<file path="config.mk">
export PLATFORM = sky130hd
export DESIGN_NAME = rle_image_decoder_with_clipping_core_flat
export DESIGN_NICKNAME = d
export VERILOG_FILES = /design/src/hw/rtl/rleid_pkg.sv /design/src/hw/rtl/rleid_channels_if.sv /design/src/hw/rtl/rleid_pixel_step.sv /design/src/hw/rtl/rle_image_decoder_with_clipping_core.sv /design/src/flat_wrapper.sv
export VERILOG_INCLUDE_DIRS = /design/src /design/src/hw/rtl
export SDC_FILE = /design/constraint.sdc
export NUM_CORES = 1
export LEC_CHECK = 0
export BUFFER_PORTS_ARGS = -buffer_cell sky130_fd_sc_hd__buf_4
export CORE_MARGIN = 5
export CORE_UTILIZATION = 37
export CTS_CLUSTER_SIZE = 28
export DETAILED_ROUTE_END_ITERATION = 10
export SETUP_SLACK_MARGIN = 0.2
export SYNTH_ARGS = -nofsm -noshare
export SYNTH_HDL_FRONTEND = slang
export SYNTH_SLANG_ARGS = --single-unit
</file>
<file path="constraint.sdc">
create_clock -name clock -period 20.4 [get_ports clock]
set_clock_uncertainty 0.1 [all_clocks]
set_input_delay 0 -clock clock [delete_from_list [all_inputs] [get_ports clock]]
set_output_delay 0 -clock clock [all_outputs]
set_load 0.005 [all_outputs]
</file>
<file path="src/hw/rtl/assert_macros.svh">
// assertion macros used by the decoder core
`ifndef ASSERT_MACROS_SVH
`define ASSERT_MACROS_SVH

// property that must hold at every clock edge outside reset
`define RLEID_ASSERT_ALWAYS(name, expr, msg) \
   name: assert property (@(posedge clock) disable iff (reset) (expr)) else $error(msg);

// condition in one cycle implies a condition in the same cycle
`define RLEID_ASSERT_IMPLIES(name, pre, post, msg) \
   name: assert property (@(posedge clock) disable iff (reset) (pre) |-> (post)) else $error(msg);

// condition in one cycle implies a condition in the next cycle
`define RLEID_ASSERT_NEXT(name, pre, post, msg) \
   name: assert property (@(posedge clock) disable iff (reset) (pre) |=> (post)) else $error(msg);

`endif

</file>
<file path="src/hw/rtl/rleid_pkg.sv">
// types and constants of the run-length image decoder
package rleid_pkg;

   localparam int CSR_INDEX_W = 3;
   localparam int CSR_DATA_W  = 11;

   typedef logic [CSR_INDEX_W-1:0] csr_index_type;

   localparam csr_index_type CSR_ORIGIN_X    = 3'd0;
   localparam csr_index_type CSR_ORIGIN_Y    = 3'd1;
   localparam csr_index_type CSR_IMAGE_W     = 3'd2;
   localparam csr_index_type CSR_IMAGE_H     = 3'd3;
   localparam csr_index_type CSR_SEE_THROUGH = 3'd4;

   localparam logic [7:0] MARKER_BITS = 8'hC0;
   localparam logic [7:0] COUNT_MASK  = 8'h3F;

   typedef struct packed {
      logic signed [10:0] origin_x;
      logic signed [10:0] origin_y;
      logic [9:0]         image_width;
      logic [9:0]         image_height;
      logic [7:0]         see_through;
   } cfg_type;

   typedef struct packed {
      logic       first_done;
      logic [9:0] cur_x;
      logic [9:0] cur_y;
      logic       visible;
      logic [8:0] pix_x;
      logic [7:0] pix_y;
      logic       next_done;
      logic [9:0] next_x;
      logic [9:0] next_y;
   } step_type;

endpackage

</file>
<file path="src/hw/rtl/rleid_channels_if.sv">
// valid/ready channel interfaces for compressed bytes and pixel writes
interface rleid_req_if;
   logic       valid;
   logic       ready;
   logic [7:0] data_byte;
   logic       stream_start;
   logic       final_byte;

   modport source (output valid, data_byte, stream_start, final_byte, input ready);
   modport sink (input valid, data_byte, stream_start, final_byte, output ready);
endinterface

interface rleid_rsp_if;
   logic       valid;
   logic       ready;
   logic [8:0] pixel_x;
   logic [7:0] pixel_y;
   logic [7:0] pixel_colour;
   logic       run_last;

   modport source (output valid, pixel_x, pixel_y, pixel_colour, run_last, input ready);
   modport sink (input valid, pixel_x, pixel_y, pixel_colour, run_last, output ready);
endinterface

</file>
<file path="src/hw/rtl/rleid_pixel_step.sv">
// one pixel step: cursor settle, screen position, clip test and advance
module rleid_pixel_step #(
   parameter int SCREEN_W = 320,
   parameter int SCREEN_H = 200
) (
   input  rleid_pkg::cfg_type  cfg,
   input  logic [9:0]          cursor_x,
   input  logic [9:0]          cursor_y,
   input  logic [7:0]          colour,
   output rleid_pkg::step_type step
);
   import rleid_pkg::*;

   localparam logic signed [11:0] SCREEN_W_S = 12'(SCREEN_W);
   localparam logic signed [11:0] SCREEN_H_S = 12'(SCREEN_H);

   typedef struct packed {
      logic       done;
      logic [9:0] x;
      logic [9:0] y;
   } settle_type;

   // wrap to the next row past the row end, flag completion past the last row or for an empty image
   function automatic settle_type settle(input logic [9:0] w, input logic [9:0] h,
                                         input logic [10:0] cx, input logic [10:0] cy);
      settle_type r;
      logic [10:0] x;
      logic [10:0] y;
      x = cx;
      y = cy;
      r.done = 1'b0;
      if (w == 10'd0 || h == 10'd0) begin
         r.done = 1'b1;
      end else begin
         if (x >= {1'b0, w}) begin
            x = 11'd0;
            y = y + 11'd1;
         end
         if (y >= {1'b0, h}) begin
            y = 11'd0;
            r.done = 1'b1;
         end
      end
      r.x = x[9:0];
      r.y = y[9:0];
      return r;
   endfunction

   settle_type        s1;
   settle_type        s2;
   logic signed [11:0] sx;
   logic signed [11:0] sy;
   logic              on_screen;

   always_comb begin
      s1 = settle(cfg.image_width, cfg.image_height, {1'b0, cursor_x}, {1'b0, cursor_y});
      sx = 12'($signed(cfg.origin_x)) + $signed({2'b00, s1.x});
      sy = 12'($signed(cfg.origin_y)) + $signed({2'b00, s1.y});
      on_screen = (sx >= 12'sd0) && (sx < SCREEN_W_S) && (sy >= 12'sd0) && (sy < SCREEN_H_S);
      s2 = settle(cfg.image_width, cfg.image_height, {1'b0, s1.x} + 11'd1, {1'b0, s1.y});

      step.first_done = s1.done;
      step.cur_x      = s1.x;
      step.cur_y      = s1.y;
      step.visible    = !s1.done && on_screen && (colour != cfg.see_through);
      step.pix_x      = sx[8:0];
      step.pix_y      = sy[7:0];
      step.next_done  = s2.done;
      step.next_x     = s2.x;
      step.next_y     = s2.y;
   end

endmodule

</file>
<file path="src/hw/rtl/rle_image_decoder_with_clipping_core.sv">
// top level of the run-length image decoder with screen clipping
//
//   port      dir   handshake     carries
//   req       in    valid/ready   data_byte, stream_start, final_byte
//   rsp       out   valid/ready   pixel_x, pixel_y, pixel_colour, run_last
//   csr_*     in    write enable  register index and data, no read-back
//
// a byte that draws nothing (marker, ignored byte, zero count) is handled in IDLE alone
// a colour byte with run length n is accepted in IDLE, then takes up to n pixel steps in RUN,
// one per cycle in the shared step unit unless the result register stalls it, then a FLUSH of the held pixel;
// the run stops early once the image is full
// a visible pixel step waits while a pixel is held and the result register is full and not taken
// synchronous active-high reset; cursor and flags clear, registers read zero
module rle_image_decoder_with_clipping_core #(
   parameter int SCREEN_W = 320,
   parameter int SCREEN_H = 200
) (
   input  logic                                     clock,
   input  logic                                     reset,
   input  logic                                     csr_wen,
   input  rleid_pkg::csr_index_type                 csr_index,
   input  logic [rleid_pkg::CSR_DATA_W-1:0]         csr_wdata,
   rleid_req_if.sink                                req,
   rleid_rsp_if.source                              rsp
);
   import rleid_pkg::*;
   `include "assert_macros.svh"

   typedef enum logic [1:0] {
      IDLE,
      RUN,
      FLUSH
   } state_type;

   // configuration registers
   cfg_type cfg_ff;

   always_ff @(posedge clock) begin
      if (reset) begin
         cfg_ff <= '0;
      end else if (csr_wen) begin
         unique case (csr_index)
            CSR_ORIGIN_X:    cfg_ff.origin_x     <= $signed(csr_wdata);
            CSR_ORIGIN_Y:    cfg_ff.origin_y     <= $signed(csr_wdata);
            CSR_IMAGE_W:     cfg_ff.image_width  <= csr_wdata[9:0];
            CSR_IMAGE_H:     cfg_ff.image_height <= csr_wdata[9:0];
            CSR_SEE_THROUGH: cfg_ff.see_through  <= csr_wdata[7:0];
            default: begin
            end
         endcase
      end
   end

   // sequencer and decoder state
   state_type  state_ff, state_in;
   logic [9:0] cur_x_ff, cur_x_in;
   logic [9:0] cur_y_ff, cur_y_in;
   logic       done_ff, done_in;
   logic       mpend_ff, mpend_in;
   logic [5:0] pcount_ff, pcount_in;
   logic [5:0] cnt_ff, cnt_in;
   logic [7:0] colour_ff, colour_in;
   logic       final_ff, final_in;

   // held pixel: waits until it is known whether it ends the byte's output
   logic       cand_valid_ff, cand_valid_in;
   logic [8:0] cand_x_ff, cand_x_in;
   logic [7:0] cand_y_ff, cand_y_in;

   // result register
   logic       out_valid_ff, out_valid_in;
   logic [8:0] out_x_ff, out_x_in;
   logic [7:0] out_y_ff, out_y_in;
   logic [7:0] out_colour_ff, out_colour_in;
   logic       out_last_ff, out_last_in;

   step_type   step;
   logic       out_free;

   // shared pixel step unit, one pixel of the run per cycle unless the result register stalls it
   rleid_pixel_step #(
      .SCREEN_W (SCREEN_W),
      .SCREEN_H (SCREEN_H)
   ) u_step (
      .cfg      (cfg_ff),
      .cursor_x (cur_x_ff),
      .cursor_y (cur_y_ff),
      .colour   (colour_ff),
      .step     (step)
   );

   assign out_free = !out_valid_ff || rsp.ready;

   assign req.ready        = (state_ff == IDLE);
   assign rsp.valid        = out_valid_ff;
   assign rsp.pixel_x      = out_x_ff;
   assign rsp.pixel_y      = out_y_ff;
   assign rsp.pixel_colour = out_colour_ff;
   assign rsp.run_last     = out_last_ff;

   always_comb begin
      logic       eff_done;
      logic       eff_mpend;
      logic [5:0] eff_pcount;
      logic [5:0] count;

      state_in      = state_ff;
      cur_x_in      = cur_x_ff;
      cur_y_in      = cur_y_ff;
      done_in       = done_ff;
      mpend_in      = mpend_ff;
      pcount_in     = pcount_ff;
      cnt_in        = cnt_ff;
      colour_in     = colour_ff;
      final_in      = final_ff;
      cand_valid_in = cand_valid_ff;
      cand_x_in     = cand_x_ff;
      cand_y_in     = cand_y_ff;
      out_valid_in  = out_valid_ff;
      out_x_in      = out_x_ff;
      out_y_in      = out_y_ff;
      out_colour_in = out_colour_ff;
      out_last_in   = out_last_ff;

      eff_done   = req.stream_start ? 1'b0 : done_ff;
      eff_mpend  = req.stream_start ? 1'b0 : mpend_ff;
      eff_pcount = req.stream_start ? 6'd0 : pcount_ff;
      count      = 6'd0;

      // taken result leaves the register
      if (out_valid_ff && rsp.ready) begin
         out_valid_in = 1'b0;
      end

      unique case (state_ff)
         IDLE: begin
            if (req.valid) begin
               if (req.stream_start) begin
                  cur_x_in = 10'd0;
                  cur_y_in = 10'd0;
               end
               done_in   = eff_done;
               mpend_in  = eff_mpend;
               pcount_in = eff_pcount;
               if (eff_done) begin
                  // image complete: byte ignored
                  mpend_in = 1'b0;
               end else if (eff_mpend) begin
                  // colour byte after a marker
                  count     = eff_pcount;
                  mpend_in  = 1'b0;
                  pcount_in = 6'd0;
               end else if ((req.data_byte & MARKER_BITS) == MARKER_BITS) begin
                  mpend_in  = 1'b1;
                  pcount_in = 6'(req.data_byte & COUNT_MASK);
               end else begin
                  count = 6'd1;
               end

               if (count != 6'd0) begin
                  state_in  = RUN;
                  cnt_in    = count;
                  colour_in = req.data_byte;
                  final_in  = req.final_byte;
               end else if (req.final_byte && !eff_done) begin
                  // final byte drops any pending marker and ends the image
                  mpend_in  = 1'b0;
                  pcount_in = 6'd0;
                  done_in   = 1'b1;
               end
            end
         end

         RUN: begin
            if (step.first_done) begin
               // image already complete before this pixel
               done_in  = 1'b1;
               cur_x_in = step.cur_x;
               cur_y_in = step.cur_y;
               state_in = FLUSH;
            end else if (!(step.visible && cand_valid_ff && !out_free)) begin
               if (step.visible) begin
                  if (cand_valid_ff) begin
                     out_valid_in  = 1'b1;
                     out_x_in      = cand_x_ff;
                     out_y_in      = cand_y_ff;
                     out_colour_in = colour_ff;
                     out_last_in   = 1'b0;
                  end
                  cand_valid_in = 1'b1;
                  cand_x_in     = step.pix_x;
                  cand_y_in     = step.pix_y;
               end
               cur_x_in = step.next_x;
               cur_y_in = step.next_y;
               cnt_in   = cnt_ff - 6'd1;
               if (step.next_done) begin
                  done_in  = 1'b1;
                  state_in = FLUSH;
               end else if (cnt_ff == 6'd1) begin
                  state_in = FLUSH;
               end
            end
         end

         FLUSH: begin
            if (!cand_valid_ff || out_free) begin
               if (cand_valid_ff) begin
                  // last drawn pixel of the byte
                  out_valid_in  = 1'b1;
                  out_x_in      = cand_x_ff;
                  out_y_in      = cand_y_ff;
                  out_colour_in = colour_ff;
                  out_last_in   = 1'b1;
                  cand_valid_in = 1'b0;
               end
               if (final_ff) begin
                  mpend_in  = 1'b0;
                  pcount_in = 6'd0;
                  done_in   = 1'b1;
               end
               state_in = IDLE;
            end
         end

         default: begin
            state_in = IDLE;
         end
      endcase
   end

   always_ff @(posedge clock) begin
      if (reset) begin
         state_ff      <= IDLE;
         cur_x_ff      <= 10'd0;
         cur_y_ff      <= 10'd0;
         done_ff       <= 1'b0;
         mpend_ff      <= 1'b0;
         pcount_ff     <= 6'd0;
         cnt_ff        <= 6'd0;
         final_ff      <= 1'b0;
         cand_valid_ff <= 1'b0;
         out_valid_ff  <= 1'b0;
      end else begin
         state_ff      <= state_in;
         cur_x_ff      <= cur_x_in;
         cur_y_ff      <= cur_y_in;
         done_ff       <= done_in;
         mpend_ff      <= mpend_in;
         pcount_ff     <= pcount_in;
         cnt_ff        <= cnt_in;
         colour_ff     <= colour_in;
         final_ff      <= final_in;
         cand_valid_ff <= cand_valid_in;
         cand_x_ff     <= cand_x_in;
         cand_y_ff     <= cand_y_in;
         out_valid_ff  <= out_valid_in;
         out_x_ff      <= out_x_in;
         out_y_ff      <= out_y_in;
         out_colour_ff <= out_colour_in;
         out_last_ff   <= out_last_in;
      end
   end

   // no pixel may be left held once the byte is finished
   `RLEID_ASSERT_ALWAYS(a_idle_no_held_pixel, !(state_ff == IDLE && cand_valid_ff), "held pixel in idle")
   // a run in progress always has pixels left
   `RLEID_ASSERT_IMPLIES(a_run_count_nonzero, state_ff == RUN, cnt_ff != 6'd0, "run with zero count")
   // a run never starts on a finished image
   `RLEID_ASSERT_IMPLIES(a_run_not_done, state_ff == RUN, !done_ff, "run on finished image")
   // the flush leaves the held pixel in the result register
   `RLEID_ASSERT_NEXT(a_flush_marks_last, state_ff == FLUSH && cand_valid_ff && out_free, out_valid_ff && out_last_ff, "flush lost last pixel")

endmodule
</file>
<file path="src/flat_wrapper.sv">
// flat-port wrapper written by rule: the top's interface ports become plain ports
module rle_image_decoder_with_clipping_core_flat import rleid_pkg::*;
#(
   parameter int SCREEN_W = 320,
   parameter int SCREEN_H = 200
)
  (clock, reset, csr_wen, csr_index, csr_wdata, req_valid, req_data_byte, req_stream_start, req_final_byte, req_ready, rsp_valid, rsp_pixel_x, rsp_pixel_y, rsp_pixel_colour, rsp_run_last, rsp_ready);
  rleid_req_if req_i ();
  rleid_rsp_if rsp_i ();
  input  logic clock;
  input  logic reset;
  input  logic csr_wen;
  input  rleid_pkg::csr_index_type csr_index;
  input  logic [rleid_pkg::CSR_DATA_W-1:0] csr_wdata;
  input wire logic [$bits(req_i.valid)-1:0] req_valid;
  input wire logic [$bits(req_i.data_byte)-1:0] req_data_byte;
  input wire logic [$bits(req_i.stream_start)-1:0] req_stream_start;
  input wire logic [$bits(req_i.final_byte)-1:0] req_final_byte;
  output wire logic [$bits(req_i.ready)-1:0] req_ready;
  output wire logic [$bits(rsp_i.valid)-1:0] rsp_valid;
  output wire logic [$bits(rsp_i.pixel_x)-1:0] rsp_pixel_x;
  output wire logic [$bits(rsp_i.pixel_y)-1:0] rsp_pixel_y;
  output wire logic [$bits(rsp_i.pixel_colour)-1:0] rsp_pixel_colour;
  output wire logic [$bits(rsp_i.run_last)-1:0] rsp_run_last;
  input wire logic [$bits(rsp_i.ready)-1:0] rsp_ready;
  assign req_i.valid = req_valid;
  assign req_i.data_byte = req_data_byte;
  assign req_i.stream_start = req_stream_start;
  assign req_i.final_byte = req_final_byte;
  assign req_ready = req_i.ready;
  assign rsp_valid = rsp_i.valid;
  assign rsp_pixel_x = rsp_i.pixel_x;
  assign rsp_pixel_y = rsp_i.pixel_y;
  assign rsp_pixel_colour = rsp_i.pixel_colour;
  assign rsp_run_last = rsp_i.run_last;
  assign rsp_i.ready = rsp_ready;
  rle_image_decoder_with_clipping_core #(.SCREEN_W(SCREEN_W), .SCREEN_H(SCREEN_H)) u_core (.clock(clock), .reset(reset), .csr_wen(csr_wen), .csr_index(csr_index), .csr_wdata(csr_wdata), .req(req_i), .rsp(rsp_i));
endmodule
</file>
==> results of run 1 <==
## worst max-delay path, delay by kind of cell (launching register included)
kind	cells	cell delay, ps
AO/OA/AOI/OAI	11	2610
XOR/XNOR	1	160
adder cells (fa/ha/maj)	4	1290
buffers and inverters	2	370
flip-flops	1	470
multiplexers	1	190
AND/OR/NAND/NOR	9	2860
## synthesized netlist by cell type (8+ instances only)
cell                         n  area [um2]
sky130_fd_sc_hd__nand2_1   159       596.8
sky130_fd_sc_hd__a21oi_1    94       470.5
sky130_fd_sc_hd__dfxtp_1    89        1782
sky130_fd_sc_hd__ha_1       70       875.8
sky130_fd_sc_hd__inv_1      58       217.7
sky130_fd_sc_hd__nor2_1     53       198.9
sky130_fd_sc_hd__edfxtp_1   51        1531
sky130_fd_sc_hd__o21ai_0    34       170.2
sky130_fd_sc_hd__xnor2_1    31       271.5
sky130_fd_sc_hd__clkbuf_1   26       97.59
sky130_fd_sc_hd__nand3_1    22       110.1
sky130_fd_sc_hd__a21o_1     16       120.1
sky130_fd_sc_hd__a211oi_1   15       112.6
sky130_fd_sc_hd__a22oi_1    15       112.6
sky130_fd_sc_hd__and2_1     15       93.84
sky130_fd_sc_hd__xor2_1     13       113.9
sky130_fd_sc_hd__and3_1     12       75.07
sky130_fd_sc_hd__a31oi_1    10       62.56
sky130_fd_sc_hd__mux2i_1    10       100.1
sky130_fd_sc_hd__nand2b_1   10       62.56
sky130_fd_sc_hd__nor3_1     10       50.05
sky130_fd_sc_hd__nor4_1     10       62.56
sky130_fd_sc_hd__nand3b_1    9       67.56
sky130_fd_sc_hd__or3_1       9       56.30
sky130_fd_sc_hd__o21ai_1     8       40.04
## layout make-up
cell class | instances | area (um2)
clock buffer | 18 | 439.2
clock inverter | 14 | 132.6
fill | 2153 | 12570
inverter | 58 | 217.7
multi-input combinational | 731 | 4807
sequential | 140 | 3313
tap | 285 | 356.6
timing repair buffer | 89 | 733.2
## state kept, by name (all words and copies together), names as in the netlist, 2 cells and up
name and count:
u_core.cnt_ff 6, u_core.rsp.pixel_colour 8, u_core.cur_x_ff 10, u_core.cand_x_ff 9
u_core.cfg_ff 50, u_core.rsp.pixel_y 8, u_core.pcount_ff 6, u_core.cur_y_ff 10
u_core.rsp.pixel_x 9, u_core.colour_ff 8, u_core.state_ff 2, u_core.cand_y_ff 8
## power groups by stage
stage          clock network, mW  registers, mW  logic, mW
6_report                   0.301          0.306      0.115
5_1_grt                    0.320          0.307      0.127
3_3_place_gp                   0          0.312      0.110
4_1_cts                    0.307          0.306      0.114
2_1_floorplan                  0          0.310     0.0775
3_5_place_dp                   0          0.312      0.109
## logic make-up after synthesis
group | count (synthesis) | share of synthesized area
flip-flops | 140 | 0.3910
XOR/XNOR | 45 | 0.04739
AO/OA/AOI/OAI | 260 | 0.2036
adder cells (fa/ha/maj) | 72 | 0.1081
AND/OR/NAND/NOR | 343 | 0.1943
multiplexers | 11 | 0.01314
buffers and inverters | 92 | 0.04252
## layer usage
metal	up-vias	share of wire	GRT usage
met3	30	0.058	0.03496
met1	3474	0.46	0.2432
met2	204	0.46	0.2797
met4	0	0.024	0.06088
li1	3629	-	-
met5	-	0	0
## worst min path at each step
stage / cells after the start / slack, ps / to / start
floorplan: 0 / -1 / u_core.colour_ff[0] / req_data_byte[0]
global placement: 1 / 100 / u_core.colour_ff[7] / req_data_byte[7]
detailed placement: 1 / 100 / u_core.colour_ff[1] / req_data_byte[1]
CTS: 4 / 10 / u_core.cfg_ff[0] / csr_index[2]
global route: 4 / 50 / u_core.cfg_ff[2] / csr_index[2]
finish: 4 / 30 / u_core.cfg_ff[7] / csr_index[2]
## repair_timing
item                       4_1_cts  5_1_grt
hold endpoints to repair        71        0
hold buffers                    26        0
setup endpoints to repair        0        0
gates resized for setup          0        0
==> impl.org, run 1 <==
** CTS
- CTS Buf Count :: 17
- The H-tree was split into 4 levels.
- No sink is reached through more buffers than the 2 on the longest clock path.
- Clock-pin slew on the worst setup and hold paths :: 60 ps
- Root buffer cell :: sky130_fd_sc_hd__clkbuf_16
- CTS sink cnt :: 140
- Clock latency of the later-clocked register in the worst-skew pair :: 430 ps
- Post-CTS timing repair inserted 0 buffers for setup.
- TritonCTS built the clock tree.

** Yosys
- The synthesized netlist contains 79 unique library cells.
- Total standard cell area after synthesis :: 8474 um2
- Among all flip-flop cells after synthesis, the most frequent one is sky130_fd_sc_hd__dfxtp_1.
- A synthesized cell averages 8.800 um2.
- Yosys mapped a number of flops with a built-in enable equal to 51.
- The synthesized design contains 140 register bits.
- Counting every net in the synthesized netlist gives 1064.
- Counting every instance in the synthesized netlist gives 963.
- Number of warning messages in the yosys log :: 0
- Fraction of registers with async set or reset after synthesis :: 0
- Of the synthesized area, sequential elements account for 0.3910.

** Place
- Number of placed cells counting well taps :: 1277
- DPL Wire Length :: 17.24 mm
- Placer congestion estimate :: 0.9406
- Post-place instance area :: 9168 um2
- Timing analysis after detailed placement gives a worst setup slack of 12130 ps.
- In this run the tool buffered the top-level ports with 56 buffer cells.

** Floorplanning
- Std cell rows :: 55
- The initial utilization of the core area, before any placement, comes to 0.3754.
- Area of the die :: 26030 um2
- I/O pin count :: 57
- Die span in y :: 161.3 um
- Die width :: 161.3 um
- Core Area :: 22570 um2

** Routing
- The detailed router placed 7337 vias in this run.
- Overall routed net length :: 23.20 mm
- The first detailed-routing pass took 5 iterations.
- In the routed design, unresolved DRC markers number 0.
- Drt initial violations :: 603
- Dividing the detail-routed wire length by the instance count gives 17.38 um.
- Number of vias per cell after detailed routing :: 5.496
- ANT nets after route :: 0

** Worst setup path
- Reg2Reg Launch Point :: u_core.cur_x_ff[7]
- Largest incremental delay on the critical path :: 940 ps
- Number of cells on the worst reg-to-reg path :: 28
- Kind of end point of the critical path :: register
- Terminus of the critical flop-to-flop path :: u_core.rsp.pixel_y[7]
- STA classifies the critical path startpoint as a register.
- Capturing element of the worst setup path :: u_core.rsp.pixel_y[7]
- Among all stages on the critical path, the largest delay is contributed by sky130_fd_sc_hd__nor2_1.
- At the worst endpoint, the required time is 20390 ps.
- The most critical setup path has its startpoint at u_core.cur_x_ff[7].
- Of all nets on the critical path, the largest fanout is 25.
- Reg-to-reg setup timing slack :: 11970 ps
- Worst Setup Path Type :: register to register
- Data on the critical path arrives at its endpoint at 8420 ps.

** Global routing
- Total global routing overflow :: 0
- The number of antenna violations at the first check in global routing is 0.
- Entering global routing, the biggest net connects 49 pins.
- For this run, the total global-route usage over all layers was measured as 0.1772.
- The first global-routing pass estimated 36.74 mm of wire.
- Vias in the first global route :: 6778

** Pwr
- In this run the power density over the cells is 72.22 nW/um2.
- Internal power consumption :: 0.5144 mW
- Clk network pwr share :: 0.417
- Switching Share :: 0.2876
- Leakage :: 3.903 nW
- Logic pwr share :: 0.159
- IR analysis of the VDD net gives a maximum drop of 0.04464 mV.
- Power Total :: 0.7222 mW
- The analysis attributes to net switching a power of 0.2077 mW.
- Sequential cell fraction of total power :: 0.424

** Hold path
- The min-delay analysis places its worst path in the category input port to register.

** Final layout
- After routing the design area is 10000 um2.
- The library cell used most frequently in the layout, excluding fill and tap cells, is sky130_fd_sc_hd__nand2_1.
- Proportion of layout cells with a drive suffix above 1 :: 0.1133
- Final core area utilization :: 0.4430
- Antenna cell count :: 0
- Growth of design area from synthesis to finish :: 18.00%
- In the final design database the tool counted 1138 nets.
- Filler-free cell count of the finished design :: 1335
- Most frequent cells in the layout :: sky130_fd_sc_hd__nand2_1, sky130_fd_sc_hd__a21oi_1, sky130_fd_sc_hd__dfxtp_1, sky130_fd_sc_hd__ha_1, sky130_fd_sc_hd__buf_4

** Timing
- Across all hold checks on the routed design, the worst slack comes to 29.00 ps.
- The number of max-slew violations in the final report was 0.
- Ratio of final minimum period to clock period :: 0.4131
- Min setup slack post-route :: 11970 ps
- Peak clock frequency supported by timing :: 0.1187 GHz
- Headroom to the max-slew limit came out at 0.2266.
- The smallest clock period supported by the final layout is computed as 8427 ps.
- Setup repair after global routing missed its margin :: no
- Setup violations remaining at the end of the flow were counted as 0.
- Measured slew at the worst slew-check pin :: 1153 ps
- The final hold violation count is 0.
- Final setup TNS :: 0 ps

** Run status
- The flow ran to the end, and the final reports show no timing, DRC or antenna violations.

** Job
- Across the run, the number of max-cap violations was 0.
Power figures use the tool's default switching activity.
==> run 2: changes to the inputs <==
- ABC_AREA: unset -> 1
- clock period: 20.4 -> 7.5 ns (I/O delays scaled with it)
==> impl.org, run 2 <==
** Yosys
- Leading post-synthesis cells by cell area :: sky130_fd_sc_hd__dfxtp_1, sky130_fd_sc_hd__edfxtp_1, sky130_fd_sc_hd__ha_1 (unchanged)
- Most used standard cells in the synthesized netlist: sky130_fd_sc_hd__nand2_1, sky130_fd_sc_hd__inv_1, sky130_fd_sc_hd__nor2_1 (was sky130_fd_sc_hd__nand2_1, sky130_fd_sc_hd__a21oi_1, sky130_fd_sc_hd__dfxtp_1).
- Fraction of synthesized cell area taken by the top area cell type :: 0.1999 (was 0.2102)
- The synthesized instance count was 1159 (was 963).
- The count of cell types in the netlist came to 58 (was 79).
- The mean cell area of the mapped netlist was 7.691 um2 (was 8.800 um2).
- The post-synthesis share of cell area spent on xor and xnor gates was 0.04408 (was 0.04739).
- Top-count cell post-synth :: sky130_fd_sc_hd__nand2_1 (unchanged)
- Top flip-flop cell by instance count after synthesis :: sky130_fd_sc_hd__dfxtp_1 (unchanged)
- Post-synthesis compound-gate area fraction :: 0.1395 (was 0.2036)
- The adder and majority cell fraction of the synthesized area is 0.1028 (was 0.1081).
- Largest family of logic cells by synthesized area :: simple AND/OR/NAND/NOR gates (was compound AO/OA/AOI/OAI gates)
- Multiplexer share of the synthesized area :: 0.001123 (was 0.01314)
- The cell taking the most area after synthesis is sky130_fd_sc_hd__dfxtp_1 (unchanged).
- The total number of yosys warnings is 0 (unchanged).
- Mapped Nets :: 1260 (was 1064)
- The simple-gate portion of the synthesized area is 0.2520 (was 0.1943).
- Fraction of registers with async set or reset after synthesis :: 0 (unchanged)
- Number of flops mapped to enable cells by yosys :: 51 (unchanged)
- Post-synthesis sequential element count :: 140 (unchanged)
- Sequential-to-total area share from yosys stat :: 0.3717 (was 0.3910)
- Total standard cell area after synthesis :: 8914 um2 (was 8474 um2)

** Place
- DPL Wire Length :: 18.27 mm (was 17.24 mm)
- The cell area after placement came to 9630 um2 (was 9168 um2).
- Placer congestion estimate :: 0.9087 (was 0.9406)
- The pre-CTS setup slack was 1032 ps (was 12130 ps).
- Port Buffer Count :: 56 (unchanged)

** Hold path
- Class of the most critical hold timing path :: input port to register (unchanged)

** Timing
- Measured slew at the worst slew-check pin :: 795.4 ps (was 1153 ps)
- Setup repair after global routing missed its margin :: no (unchanged)
- The minimum setup slack in the final design was 999.7 ps (was 11970 ps).
- The worst hold slack is 68.69 ps (was 29.00 ps).
- The peak clock frequency supported by timing came to 0.1538 GHz (was 0.1187 GHz).
- Count of final hold-check violations :: 0 (unchanged)
- The final period demand of the worst path is 6500 ps (was 8427 ps).
- Final setup vio count :: 0 (unchanged)
- The worst slew margin relative to its limit was 0.4697 (was 0.2266).
- The number of max-slew violations in the final report is 0 (unchanged).
- The post-route setup TNS came to 0 ps (unchanged).
- Ratio of final minimum period to clock period :: 0.8667 (was 0.4131)

** Final layout
- Most common cell after layout, fill and taps aside :: sky130_fd_sc_hd__nand2_1 (unchanged)
- Leading registers by flop count :: u_core.cfg_ff (50), u_core.cur_x_ff (10), u_core.cur_y_ff (10) (unchanged)
- The flip-flop count of the largest register, all copies and words added came to 50 (unchanged).
- Antenna cell count :: 0 (unchanged)
- Most frequent cells in the layout: sky130_fd_sc_hd__nand2_1, sky130_fd_sc_hd__inv_1, sky130_fd_sc_hd__nor2_1, sky130_fd_sc_hd__a21oi_1, sky130_fd_sc_hd__dfxtp_1 (was sky130_fd_sc_hd__nand2_1, sky130_fd_sc_hd__a21oi_1, sky130_fd_sc_hd__dfxtp_1, sky130_fd_sc_hd__ha_1, sky130_fd_sc_hd__buf_4).
- The final net count is 1341 (was 1138).
- The area of all placed cells without fillers came to 10510 um2 (was 10000 um2).
- Growth of design area from synthesis to finish :: 17.91% (was 18.00%)
- Largest register by flop count :: u_core.cfg_ff (unchanged)
- Proportion of layout cells with a drive suffix above 1 :: 0.1317 (was 0.1133)

** CTS
- The TritonCTS clock tree is yes (unchanged).
- The clock latency on the worst-skew pair is 440 ps (was 430 ps).
- CTS sink cnt :: 140 (unchanged)
- Clock-pin slew on the worst setup and hold paths :: 70 ps (was 60 ps)
- The cts-stage hold buffer count was 28 (was 26).
- Root buffer cell :: sky130_fd_sc_hd__clkbuf_16 (unchanged)
- The number of resized instances in the post-cts repair step came to 0 (unchanged).
- The deepest level of the CTS H-tree is 4 (unchanged).
- The maximum clock path buffer count came to 2 (unchanged).
- The number of setup buffers added after CTS was 0 (unchanged).
- CTS Buf Count :: 17 (unchanged)

** Job
- Max Cap Violations :: 0 (unchanged)

** Pwr
- The largest vdd supply drop is 0.1443 mV (was 0.04464 mV).
- Power density over the cells :: 349.4 nW/um2 (was 72.22 nW/um2)
- The fraction of power spent switching nets was 0.4514 (was 0.2876).
- The sequential cell fraction of total power came to 0.266 (was 0.424).
- The reported net switching power is 1.658 mW (was 0.2077 mW).
- Logic pwr share :: 0.497 (was 0.159)
- The overall power came to 3.673 mW (was 0.7222 mW).
- Leakage :: 4.668 nW (was 3.903 nW)
- Clk network pwr share :: 0.238 (was 0.417)
- Internal power consumption :: 2.015 mW (was 0.5144 mW)

** Routing
- Total iterations of the first detailed-routing run :: 5 (unchanged)
- The highest metal layer with signal wires is met4 (unchanged).
- Vias post-DR :: 7799 (was 7337)
- The sum of routed wire length over all layers is 24.26 mm (was 23.20 mm).
- The met2 wire length was 11.16 mm (was 10.60 mm).
- Length of routed wiring on met1 :: 11.38 mm (was 10.70 mm)
- The number of DRC violations after detailed routing was 0 (unchanged).
- The average vias per placed instance was 4.961 (was 5.496).
- ANT nets after route :: 0 (unchanged)
- The number of DRC markers in iteration 0 was 488 (was 603).
- The average wire length per cell after detail routing came to 15.43 um (was 17.38 um).
- Routed length on met3 :: 1.265 mm (was 1.343 mm)

** Worst setup path
- Kind of end point of the critical path :: register (unchanged)
- The delay of the slowest cell on the worst path came to 410 ps (was 940 ps).
- Worst EP required :: 7500 ps (was 20390 ps)
- The largest driver fanout on the critical path is 25 (unchanged).
- The category of the critical setup timing path was register to register (unchanged).
- The element type at the critical path start was a register (unchanged).
- Cell with the most instances on the worst path :: sky130_fd_sc_hd__nand2_1
- Arrival time at the worst endpoint :: 6500 ps (was 8420 ps)
- The total buffers and inverters traversed by the critical path came to 4 (was 2).
- Cell with the biggest individual delay on the critical path :: sky130_fd_sc_hd__fa_1 (was sky130_fd_sc_hd__nor2_1)
- Top cell family by delay on the critical path :: simple AND/OR/NAND/NOR gates (unchanged)

** Global routing
- Vias in the first global route :: 7593 (was 6778)
- Pin count of the biggest net entering global routing :: 69 (was 49)
- Total global routing overflow :: 0 (unchanged)
- Total routing usage reported by global routing :: 0.1838 (was 0.1772)
- The global-route wire length before repair is 39.21 mm (was 36.74 mm).
- The number of antenna violations at the first check in global routing came to 0 (unchanged).

** Floorplanning
- The vertical die dimension was 165.2 um (was 161.3 um).
- Std cell rows :: 56 (was 55)
- I/O pin count :: 57 (unchanged)
- Core Area :: 23610 um2 (was 22570 um2)
- The full die area is 27290 um2 (was 26030 um2).
- Initial Util :: 0.3775 (was 0.3754)
- The width of the die is 165.2 um (was 161.3 um).

** Run status
- Outcome: completed (unchanged).
[run 2: changes by cell type after synthesis, moves of 13 or more]
cell | before | now
sky130_fd_sc_hd__nand2_1 | 159 | 208
sky130_fd_sc_hd__nand2_2 | 0 | 14
sky130_fd_sc_hd__nor2_1 | 53 | 129
sky130_fd_sc_hd__and2_1 | 15 | 0
sky130_fd_sc_hd__nand3_1 | 22 | 50
sky130_fd_sc_hd__xnor2_1 | 31 | 6
sky130_fd_sc_hd__o21ai_0 | 34 | 87
sky130_fd_sc_hd__a21o_1 | 16 | 3
sky130_fd_sc_hd__inv_1 | 58 | 151
sky130_fd_sc_hd__nand4_1 | 7 | 24
sky130_fd_sc_hd__a211oi_1 | 15 | 0
sky130_fd_sc_hd__inv_2 | 0 | 19
sky130_fd_sc_hd__a22oi_1 | 15 | 0
sky130_fd_sc_hd__xor2_1 | 13 | 37
[run 2: metal layers]
metal / global-route usage / up-vias
li1: - / 3990
met1: 0.2486 / 3577
met2: 0.3003 / 206
met3: 0.03152 / 26
met4: 0.05671 / 0
met5: 0 / -
[run 2: path summary, 6_finish.rpt]
check                                        endpoint                start  slack (ps)  cells after the start
worst max-delay path            u_core.rsp.pixel_y[7]    u_core.cfg_ff[27]        1000                     32
worst min-delay path                 u_core.cfg_ff[6]              csr_wen          70                      4
worst max register to register  u_core.rsp.pixel_y[7]    u_core.cfg_ff[27]        1000                     32
worst min register to register  u_core.rsp.pixel_y[6]  u_core.cand_y_ff[6]         320                      0
[run 2: worst min-delay path: cells and delay by family]
family,cells,cell delay [ps]
buf+inv,1,110
simple gates,2,340
compound gates,1,120
[run 2: layout make-up]
class	count	area, um2
fill	2320	13100
clock buffer	17	425.4
timing repair buffer	87	723.2
sequential	140	3313
inverter	173	651.9
tap	319	399.1
multi-input combinational	821	4823
clock inverter	15	173.9
[run 2: per-stage QoR]
stage          std cells  utilization
2_1_floorplan       1159            -
3_3_place_gp        1512       0.4079
3_5_place_dp        1512       0.4079
4_1_cts             1572       0.4451
5_1_grt             1572       0.4451
6_report            1572       0.4451
[run 2: kinds of logic after synthesis]
kind of cell,count (synthesis)
XOR/XNOR,44
buffers and inverters,198
adder cells (fa/ha/maj),72
flip-flops,140
AO/OA/AOI/OAI,225
multiplexers,1
AND/OR/NAND/NOR,479
[run 2: power groups by stage]
stage | clock network, mW | registers, mW | logic [mW]
after floorplan | 0 | 0.979 | 1.37
after global placement | 0 | 0.990 | 1.78
after detailed placement | 0 | 0.992 | 1.80
after CTS | 0.891 | 0.976 | 1.83
after global routing | 0.926 | 0.986 | 2.07
final | 0.873 | 0.975 | 1.82
